**config.mk**
```make
export PLATFORM = sky130hd
export DESIGN_NAME = sorted_key_value_table
export DESIGN_NICKNAME = d
export VERILOG_FILES = /design/src/hdl/skvt_pkg.sv /design/src/hdl/skvt_ctrl.sv /design/src/hdl/skvt_datapath.sv /design/src/hdl/sorted_key_value_table.sv
export SDC_FILE = /design/constraint.sdc
export NUM_CORES = 2
export LEC_CHECK = 0
export ABC_AREA = 1
export BUFFER_PORTS_ARGS = -buffer_cell sky130_fd_sc_hd__buf_4
export CAP_MARGIN = 25
export CORE_ASPECT_RATIO = 1.25
export CORE_UTILIZATION = 30
export CTS_BUF_LIST = sky130_fd_sc_hd__clkbuf_8 sky130_fd_sc_hd__clkbuf_16
export DETAILED_ROUTE_END_ITERATION = 16
export GPL_TIMING_DRIVEN = 1
export PLACE_DENSITY = 0.45
export SYNTH_ARGS = -nofsm -noshare
export SYNTH_HDL_FRONTEND = slang
export SYNTH_SLANG_ARGS = --single-unit
```
**constraint.sdc**
```tcl
create_clock -name clk -period 10.43 [get_ports clk]
set_input_delay 0.5215 -clock clk [delete_from_list [all_inputs] [get_ports clk]]
set_output_delay 0.5215 -clock clk [all_outputs]
set_load 0.005 [all_outputs]
```
**src/hdl/skvt_pkg.sv**
```systemverilog
`timescale 1ns / 1ps
`default_nettype none

package skvt_pkg;

    localparam int CAPACITY = 16;
    localparam int WORD_W   = 32;
    localparam int POS_W    = 4;
    localparam int CNT_W    = 5;

    typedef logic signed [WORD_W-1:0] word_t;

    typedef enum logic [1:0] {
        CMD_READ  = 2'd0,
        CMD_WRITE = 2'd1,
        CMD_ERASE = 2'd2,
        CMD_NOP   = 2'd3
    } cmd_t;

    typedef enum logic [1:0] {
        ST_OK    = 2'd0,
        ST_FULL  = 2'd1,
        ST_RANGE = 2'd2
    } status_t;

    // Datapath commands issued by the controller
    typedef struct packed {
        logic capture;
        logic compare;
        logic update;
    } ctrl_t;

endpackage

`default_nettype wire

```
**src/hdl/skvt_ctrl.sv**
```systemverilog
`timescale 1ns / 1ps
`default_nettype none

module skvt_ctrl
    import skvt_pkg::*;
(
    input  wire logic  clk,
    input  wire logic  rst_n,
    input  wire logic  start,
    output logic       busy,
    output logic       result_valid,
    output ctrl_t      ctrl
);

    typedef enum logic [2:0] {
        S_IDLE = 3'b001,
        S_CMP  = 3'b010,
        S_UPD  = 3'b100
    } state_t;

    state_t state_reg;
    state_t state_next;
    logic   valid_reg;

    always_comb
    begin
        state_next = state_reg;
        unique case (state_reg)
            S_IDLE:
            begin
                if (start)
                begin
                    state_next = S_CMP;
                end
            end
            S_CMP:   state_next = S_UPD;
            S_UPD:   state_next = S_IDLE;
            default: state_next = S_IDLE;
        endcase
    end

    always_ff @(posedge clk or negedge rst_n)
    begin
        if (!rst_n)
        begin
            state_reg <= S_IDLE;
            valid_reg <= 1'b0;
        end
        else
        begin
            state_reg <= state_next;
            valid_reg <= (state_reg == S_UPD);
        end
    end

    assign busy         = (state_reg != S_IDLE);
    assign result_valid = valid_reg;
    assign ctrl.capture = (state_reg == S_IDLE) && start;
    assign ctrl.compare = (state_reg == S_CMP);
    assign ctrl.update  = (state_reg == S_UPD);

    a_accept_to_cmp: assert property (@(posedge clk) disable iff (!rst_n)
        ctrl.capture |=> (state_reg == S_CMP))
        else $error("accepted word did not advance to compare");

    a_update_strobe: assert property (@(posedge clk) disable iff (!rst_n)
        ctrl.update |=> result_valid && !busy)
        else $error("update did not produce a result strobe");

    a_strobe_once: assert property (@(posedge clk) disable iff (!rst_n)
        result_valid |=> !result_valid)
        else $error("result strobe lasted more than one cycle");

endmodule

`default_nettype wire

```
**src/hdl/skvt_datapath.sv**
```systemverilog
`timescale 1ns / 1ps
`default_nettype none

module skvt_datapath
    import skvt_pkg::*;
(
    input  wire logic                clk,
    input  wire logic                rst_n,
    input  wire ctrl_t               ctrl,
    input  wire logic [1:0]          cmd,
    input  wire logic signed [31:0]  key,
    input  wire logic signed [31:0]  new_value,
    input  wire logic [POS_W-1:0]    erase_position,
    output logic signed [31:0]       read_value,
    output logic                     was_present,
    output logic [POS_W-1:0]         entry_position,
    output logic [1:0]               status,
    output logic [CNT_W-1:0]         entry_count
);

    // Table cells and captured word
    word_t             keys_reg [CAPACITY];
    word_t             vals_reg [CAPACITY];
    word_t             keys_next [CAPACITY];
    word_t             vals_next [CAPACITY];
    logic [CNT_W-1:0]  count_reg;
    logic [CNT_W-1:0]  count_next;

    cmd_t              cmd_reg;
    word_t             key_reg;
    word_t             nv_reg;
    logic [POS_W-1:0]  epos_reg;

    // Compare results
    logic [CAPACITY-1:0] lt_vec;
    logic [CAPACITY-1:0] eq_vec;
    logic [CAPACITY-1:0] eq_reg;
    logic [CNT_W-1:0]    pos_reg;
    logic                present_reg;

    // Result
    word_t             value_next;
    logic              present_next;
    logic [POS_W-1:0]  position_next;
    status_t           status_next;
    logic [POS_W-1:0]  rd_idx;
    word_t             rd_val;
    logic              insert_ok;

    word_t             value_reg;
    logic              present_out_reg;
    logic [POS_W-1:0]  position_reg;
    status_t           status_reg;

    // Parallel compare of every occupied cell against the key
    always_comb
    begin
        for (int i = 0; i < CAPACITY; i++)
        begin
            lt_vec[i] = (CNT_W'(i) < count_reg) && (keys_reg[i] < key_reg);
            eq_vec[i] = (CNT_W'(i) < count_reg) && (keys_reg[i] == key_reg);
        end
    end

    assign rd_idx = (cmd_reg == CMD_ERASE) ? epos_reg : pos_reg[POS_W-1:0];
    assign rd_val = vals_reg[rd_idx];

    always_comb
    begin
        keys_next     = keys_reg;
        vals_next     = vals_reg;
        count_next    = count_reg;
        value_next    = '0;
        present_next  = 1'b0;
        position_next = '0;
        status_next   = ST_OK;
        insert_ok     = 1'b0;
        unique case (cmd_reg)
            CMD_ERASE:
            begin
                position_next = epos_reg;
                if ({1'b0, epos_reg} >= count_reg)
                begin
                    status_next = ST_RANGE;
                end
                else
                begin
                    // Close the gap: every cell from the position up to the second-highest takes its upper neighbor
                    for (int i = 0; i < CAPACITY - 1; i++)
                    begin
                        if (CNT_W'(i) >= {1'b0, epos_reg})
                        begin
                            keys_next[i] = keys_reg[i+1];
                            vals_next[i] = vals_reg[i+1];
                        end
                    end
                    count_next   = count_reg - CNT_W'(1);
                    value_next   = rd_val;
                    present_next = 1'b1;
                end
            end
            CMD_READ, CMD_WRITE:
            begin
                if (present_reg)
                begin
                    position_next = pos_reg[POS_W-1:0];
                    present_next  = 1'b1;
                    if (cmd_reg == CMD_WRITE)
                    begin
                        vals_next[pos_reg[POS_W-1:0]] = nv_reg;
                        value_next = nv_reg;
                    end
                    else
                    begin
                        value_next = rd_val;
                    end
                end
                else if (count_reg == CNT_W'(CAPACITY))
                begin
                    status_next = ST_FULL;
                end
                else
                begin
                    // Open a slot: cells above the insert position take their lower neighbor
                    for (int i = 1; i < CAPACITY; i++)
                    begin
                        if (CNT_W'(i) > pos_reg)
                        begin
                            keys_next[i] = keys_reg[i-1];
                            vals_next[i] = vals_reg[i-1];
                        end
                    end
                    keys_next[pos_reg[POS_W-1:0]] = key_reg;
                    vals_next[pos_reg[POS_W-1:0]] = (cmd_reg == CMD_WRITE) ? nv_reg : '0;
                    value_next    = (cmd_reg == CMD_WRITE) ? nv_reg : '0;
                    position_next = pos_reg[POS_W-1:0];
                    count_next    = count_reg + CNT_W'(1);
                    insert_ok     = 1'b1;
                end
            end
            CMD_NOP:
            begin
                status_next = ST_OK;
            end
            default:
            begin
                status_next = ST_OK;
            end
        endcase
    end

    always_ff @(posedge clk or negedge rst_n)
    begin
        if (!rst_n)
        begin
            count_reg <= '0;
        end
        else if (ctrl.update)
        begin
            count_reg <= count_next;
        end
    end

    always_ff @(posedge clk)
    begin
        if (ctrl.capture)
        begin
            cmd_reg  <= cmd_t'(cmd);
            key_reg  <= key;
            nv_reg   <= new_value;
            epos_reg <= erase_position;
        end
        if (ctrl.compare)
        begin
            eq_reg      <= eq_vec;
            pos_reg     <= CNT_W'($countones(lt_vec));
            present_reg <= |eq_vec;
        end
        if (ctrl.update)
        begin
            keys_reg        <= keys_next;
            vals_reg        <= vals_next;
            value_reg       <= value_next;
            present_out_reg <= present_next;
            position_reg    <= position_next;
            status_reg      <= status_next;
        end
    end

    assign read_value     = value_reg;
    assign was_present    = present_out_reg;
    assign entry_position = position_reg;
    assign status         = status_reg;
    assign entry_count    = count_reg;

    a_count_cap: assert property (@(posedge clk) disable iff (!rst_n)
        count_reg <= CNT_W'(CAPACITY))
        else $error("entry count above capacity");

    a_unique_match: assert property (@(posedge clk) disable iff (!rst_n)
        ctrl.update |-> $onehot0(eq_reg))
        else $error("key matched more than one cell");

    a_full_holds: assert property (@(posedge clk) disable iff (!rst_n)
        (ctrl.update && status_next == ST_FULL) |=> $stable(count_reg))
        else $error("full table changed its count");

    a_insert_grows: assert property (@(posedge clk) disable iff (!rst_n)
        (ctrl.update && insert_ok) |=> count_reg == $past(count_reg) + CNT_W'(1))
        else $error("insert did not grow the table");

endmodule

`default_nettype wire

```
**src/hdl/sorted_key_value_table.sv**
```systemverilog
`timescale 1ns / 1ps
`default_nettype none

// Sorted key/value table: up to 16 pairs of signed 32-bit key and value,
// held in register cells in ascending key order.
//
// Command channel: drive cmd, key, new_value and erase_position with start
// high; the word is taken on the edge where start is high and busy is low.
// A read or write looks the key up, inserting it at its sorted place when it
// is absent and the table is not full; an erase removes the entry at erase_position.
//
// Result channel: result_valid pulses for exactly one cycle with the result
// word on read_value, was_present, entry_position, status and entry_count.
// The receiver cannot hold results off; capture them on the strobe.
//
// Timing: an accepted word passes through the compare state, where all
// cells are compared in parallel, then the update state, where cells are
// shifted/written and the result and strobe are registered. busy drops in
// the strobe cycle, so a new word is taken at the earliest as it ends.
//
// Reset (rst_n low, asynchronous) empties the table; cell contents are not
// cleared, only entries below the count are ever looked at.

module sorted_key_value_table
    import skvt_pkg::*;
(
    input  wire logic                clk,
    input  wire logic                rst_n,
    input  wire logic                start,
    output logic                     busy,
    input  wire logic [1:0]          cmd,
    input  wire logic signed [31:0]  key,
    input  wire logic signed [31:0]  new_value,
    input  wire logic [POS_W-1:0]    erase_position,
    output logic                     result_valid,
    output logic signed [31:0]       read_value,
    output logic                     was_present,
    output logic [POS_W-1:0]         entry_position,
    output logic [1:0]               status,
    output logic [CNT_W-1:0]         entry_count
);

    ctrl_t ctrl;

    // Sequence each word through capture, compare and update
    skvt_ctrl u_ctrl (
        .clk          (clk),
        .rst_n        (rst_n),
        .start        (start),
        .busy         (busy),
        .result_valid (result_valid),
        .ctrl         (ctrl)
    );

    // Hold the cells, compare keys, shift and form the result word
    skvt_datapath u_datapath (
        .clk            (clk),
        .rst_n          (rst_n),
        .ctrl           (ctrl),
        .cmd            (cmd),
        .key            (key),
        .new_value      (new_value),
        .erase_position (erase_position),
        .read_value     (read_value),
        .was_present    (was_present),
        .entry_position (entry_position),
        .status         (status),
        .entry_count    (entry_count)
    );

endmodule

`default_nettype wire

```
==> results.json <==
{
  "synth_edf_count": 1139,
  "synth_ff_type": "edfxtp_1",
  "cp-end-kind": "register",
  "synth_top_cell_area_share": 0.468,
  "async_flop_share": 0.00784,
  "layout_commonest_cell": "nand2_1",
  "cts_sinks": 1148,
  "period_share": 0.656,
  "ir_drop_v": 0.000157,
  "setup_slack_ns": 3.59,
  "critPathBufInv": 6,
  "synth_seq_area_share": 0.471,
  "outcome": "completed",
  "wirelength_mm": 351,
  "fin_area_mm2": 0.0826,
  "ioPinCount": 119,
  "multi_input_area_mm2": 0.0337,
  "cp_max_fo": 23,
  "synth_compound_area_frac": 0.204,
  "grt_usage": 0.275,
  "synth.distinct_cells": 47,
  "clockBufferDepth": 4,
  "first_pass_iters": 8,
  "fin_setup_tns_ns": 0,
  "critPathLaunchType": "register",
  "regArea_mm2": 0.0344,
  "row_count": 202,
  "drc_errors": 0,
  "dpl.hpwl_mm": 217,
  "final_hold_viol_count": 0,
  "cpMaxStageDelayCell": "clkinv_1",
  "fin_util": 0.341,
  "placed_area_mm2": 0.0773,
  "synth_cells": 8130,
  "fillers": 24848,
  "die_w_um": 444,
  "vias": 68082,
  "worstSkewPairLatency_ns": 0.86,
  "maxSlewViolCount": 0,
  "viasPerCell": 6.03,
  "cts_tree": "built",
  "nNetsFinal": 8633,
  "core-area_mm2": 0.242,
  "syn_to_final_growth_pct": 13.0,
  "drv_cap": 0,
  "io_buffers": 118,
  "synth_mux_area_frac": 0,
  "timing.final.crit_period_ns": 6.84,
  "syn-cell-area_mm2": 0.0731,
  "grt_pass1_vias": 66185,
  "clk_pin_slew_worst_paths_ns": 0.06,
  "gp_congestion": 0.907,
  "die_h_um": 554,
  "dp.cells": 10951,
  "crit_type": "register to register",
  "tightest_slew_ns": 1.11,
  "place_ws_ns": 3.70,
  "die_area_mm2": 0.246,
  "drt_iter0_markers": 8213,
  "path_cells": "clkinv_1 -> ha_1 -> nand2_1 -> nor2_1 -> inv_1 -> nor2_1 -> inv_1 -> nor4_1 -> nand2_1 -> nand3_1 -> nand2_1 -> nor2_1 -> ha_1 -> fa_1 -> inv_1 -> fa_1 -> inv_1 -> fa_1 -> fa_1 -> ha_1 -> inv_1 -> fa_1 -> xnor2_1",
  "yosysTopAreaCell": "edfxtp_1",
  "synth.area.top_cells": "edfxtp_1 47%, ha_1 9.1%, nand2_1 7.3%, o221ai_1 4.5%, nand3_1 4.4%",
  "relSlewSlack": 0.254,
  "finClkSkew_ns": 0.0714,
  "timing.fmax_mhz": 146,
  "wl_per_cell_um": 31.1,
  "cts_buffers": 153,
  "clockRootBuffer": "clkbuf_16",
  "setup_violations": 0,
  "min_from": "new_value[28]",
  "required_ns": 11.03,
  "synth_fp_nets": 8746,
  "ys_seq_elements": 1148,
  "synth_adder_area_share": 0.0940,
  "synthSimpleGateAreaFrac": 0.155,
  "grt-ovfl-total": 0,
  "hold_path_class": "input port to register",
  "power_density_mw_per_mm2": 216,
  "reg2reg_from": "u_datapath.key_reg[28]$_DFFE_PP_",
  "syn_area_per_cell_um2": 8.99,
  "h-tree-depth": 4,
  "worstPathArrival_ns": 7.44,
  "rsz0062_at_grt": "false",
  "critPathMaxStageDelay_ns": 0.77,
  "final_cell_mix": "1415 x nand2_1, 1139 x edfxtp_1, 789 x inv_1",
  "startpoint": "u_datapath.key_reg[28]$_DFFE_PP_",
  "antenna_found_initial": 14,
  "p_leak_nw": 31.2,
  "synth_xor_area_frac": 0.000719,
  "synth_top_family_by_area": "compound AO/OA/AOI/OAI gates",
  "grt_max_degree": 182,
  "drive_gt1_frac": 0.0743,
  "worst_path_dominant_cell_family": "adder cells",
  "ys_warn_count": 0,
  "ant_nets": 0,
  "stdcell_count": 11287,
  "initial_core_util": 0.302,
  "grt_pass1_wl_mm": 491
}
-- final cells by class --
class | count | area share
flip-flops and latches | 1148 | 0.417
diodes | 4 | 0.000121
well taps | 3162 | 0.0479
repair buffers | 349 | 0.0353
multi-input cells | 5556 | 0.408
inverters | 809 | 0.0370
clock buffers | 157 | 0.0471
clock inverters | 102 | 0.00812
-- through the flow --
stage                     hold slack, ns  total power, mW
final                            0.00975             17.8
after global routing             0.00209             18.5
after CTS                       0.000404             17.8
after detailed placement           0.392             12.6
after global placement             0.391             12.6
after floorplan                    0.226             9.81
-- synth_stat cells, drive strengths merged (3+ instances only) --
library cell,instances
fa,11
a21oi,540
o21ai,622
clkinv,12
xor2,3
a22o,31
a211oi,3
nand2,1428
clkbuf,453
nor3,74
nand3,638
nand3b,4
a22oi,34
o221ai,372
nand4,101
buf,164
xnor2,3
nor4,20
a21boi,3
o22ai,353
edfxtp,1139
dfrtp,8
o21a,8
a31oi,14
o211ai,212
nor2,405
inv,797
a32o,99
o31ai,36
ha,532
-- worst register-to-register path: stages, from the launching register on --
cell      delay (ns)
edfxtp_1        0.54
clkinv_1        0.77
ha_1            0.61
nand2_1         0.09
nor2_1          0.14
inv_1           0.05
nor2_1          0.12
inv_1           0.07
nor4_1          0.59
nand2_1         0.16
nand3_1         0.12
nand2_1         0.05
nor2_1          0.14
ha_1            0.27
fa_1            0.52
inv_1           0.07
fa_1            0.43
inv_1           0.09
fa_1            0.43
fa_1            0.51
ha_1            0.18
inv_1           0.06
fa_1            0.44
xnor2_1         0.14
-- final timing paths --
check | endpoint | slack (ns) | depth (start not counted)
max in group asynchronous | u_ctrl.state_reg[0]$_DFFE_PN1P_ | 10.12 | 2
hold reg to reg | u_ctrl.state_reg[2]$_DFFE_PN0P_ | 0.47 | 1
setup / recovery | u_datapath.pos_reg[3]$_DFFE_PP_ | 3.59 | 23
hold / removal | u_datapath.nv_reg[28]$_DFFE_PP_ | 0.01 | 1
min in group asynchronous | u_datapath.entry_count[1]$_DFFE_PN0P_ | 0.06 | 2
setup reg to reg | u_datapath.pos_reg[3]$_DFFE_PP_ | 3.59 | 23
-- power by group --
part           total, mW  leakage, nW  internal, mW  switching (mW)
clock network       5.09         2.37          2.88            2.21
registers           5.74         10.5          5.47           0.268
logic               6.97         18.3          1.80            5.17
total               17.8         31.2          10.2            7.65
-- cell families (layout without fill, tap and decap cells) --
family	count (synthesis)	after routing
XOR/XNOR	6	6
adder cells (fa/ha/maj)	543	543
flip-flops	1148	1148
other	0	4
buffers and inverters	1426	1417
AND/OR/NAND/NOR	2672	2672
AO/OA/AOI/OAI	2335	2335
-- metal layers --
| metal | global-route usage | wire [um] |
|---|---|---|
| met4 | 0.176 | 25200 |
| met5 | 0 | 13 |
| met2 | 0.461 | 167000 |
| met3 | 0.0417 | 27000 |
| met1 | 0.327 | 131000 |
-- timing repair --
item | in CTS | in global routing
gates resized for setup | 0 | 0
buffers inserted | 0 | 0
endpoints found under the hold margin | 78 | 1
hold buffers | 70 | 1
Note: power is estimated with default switching activity, not from simulation.
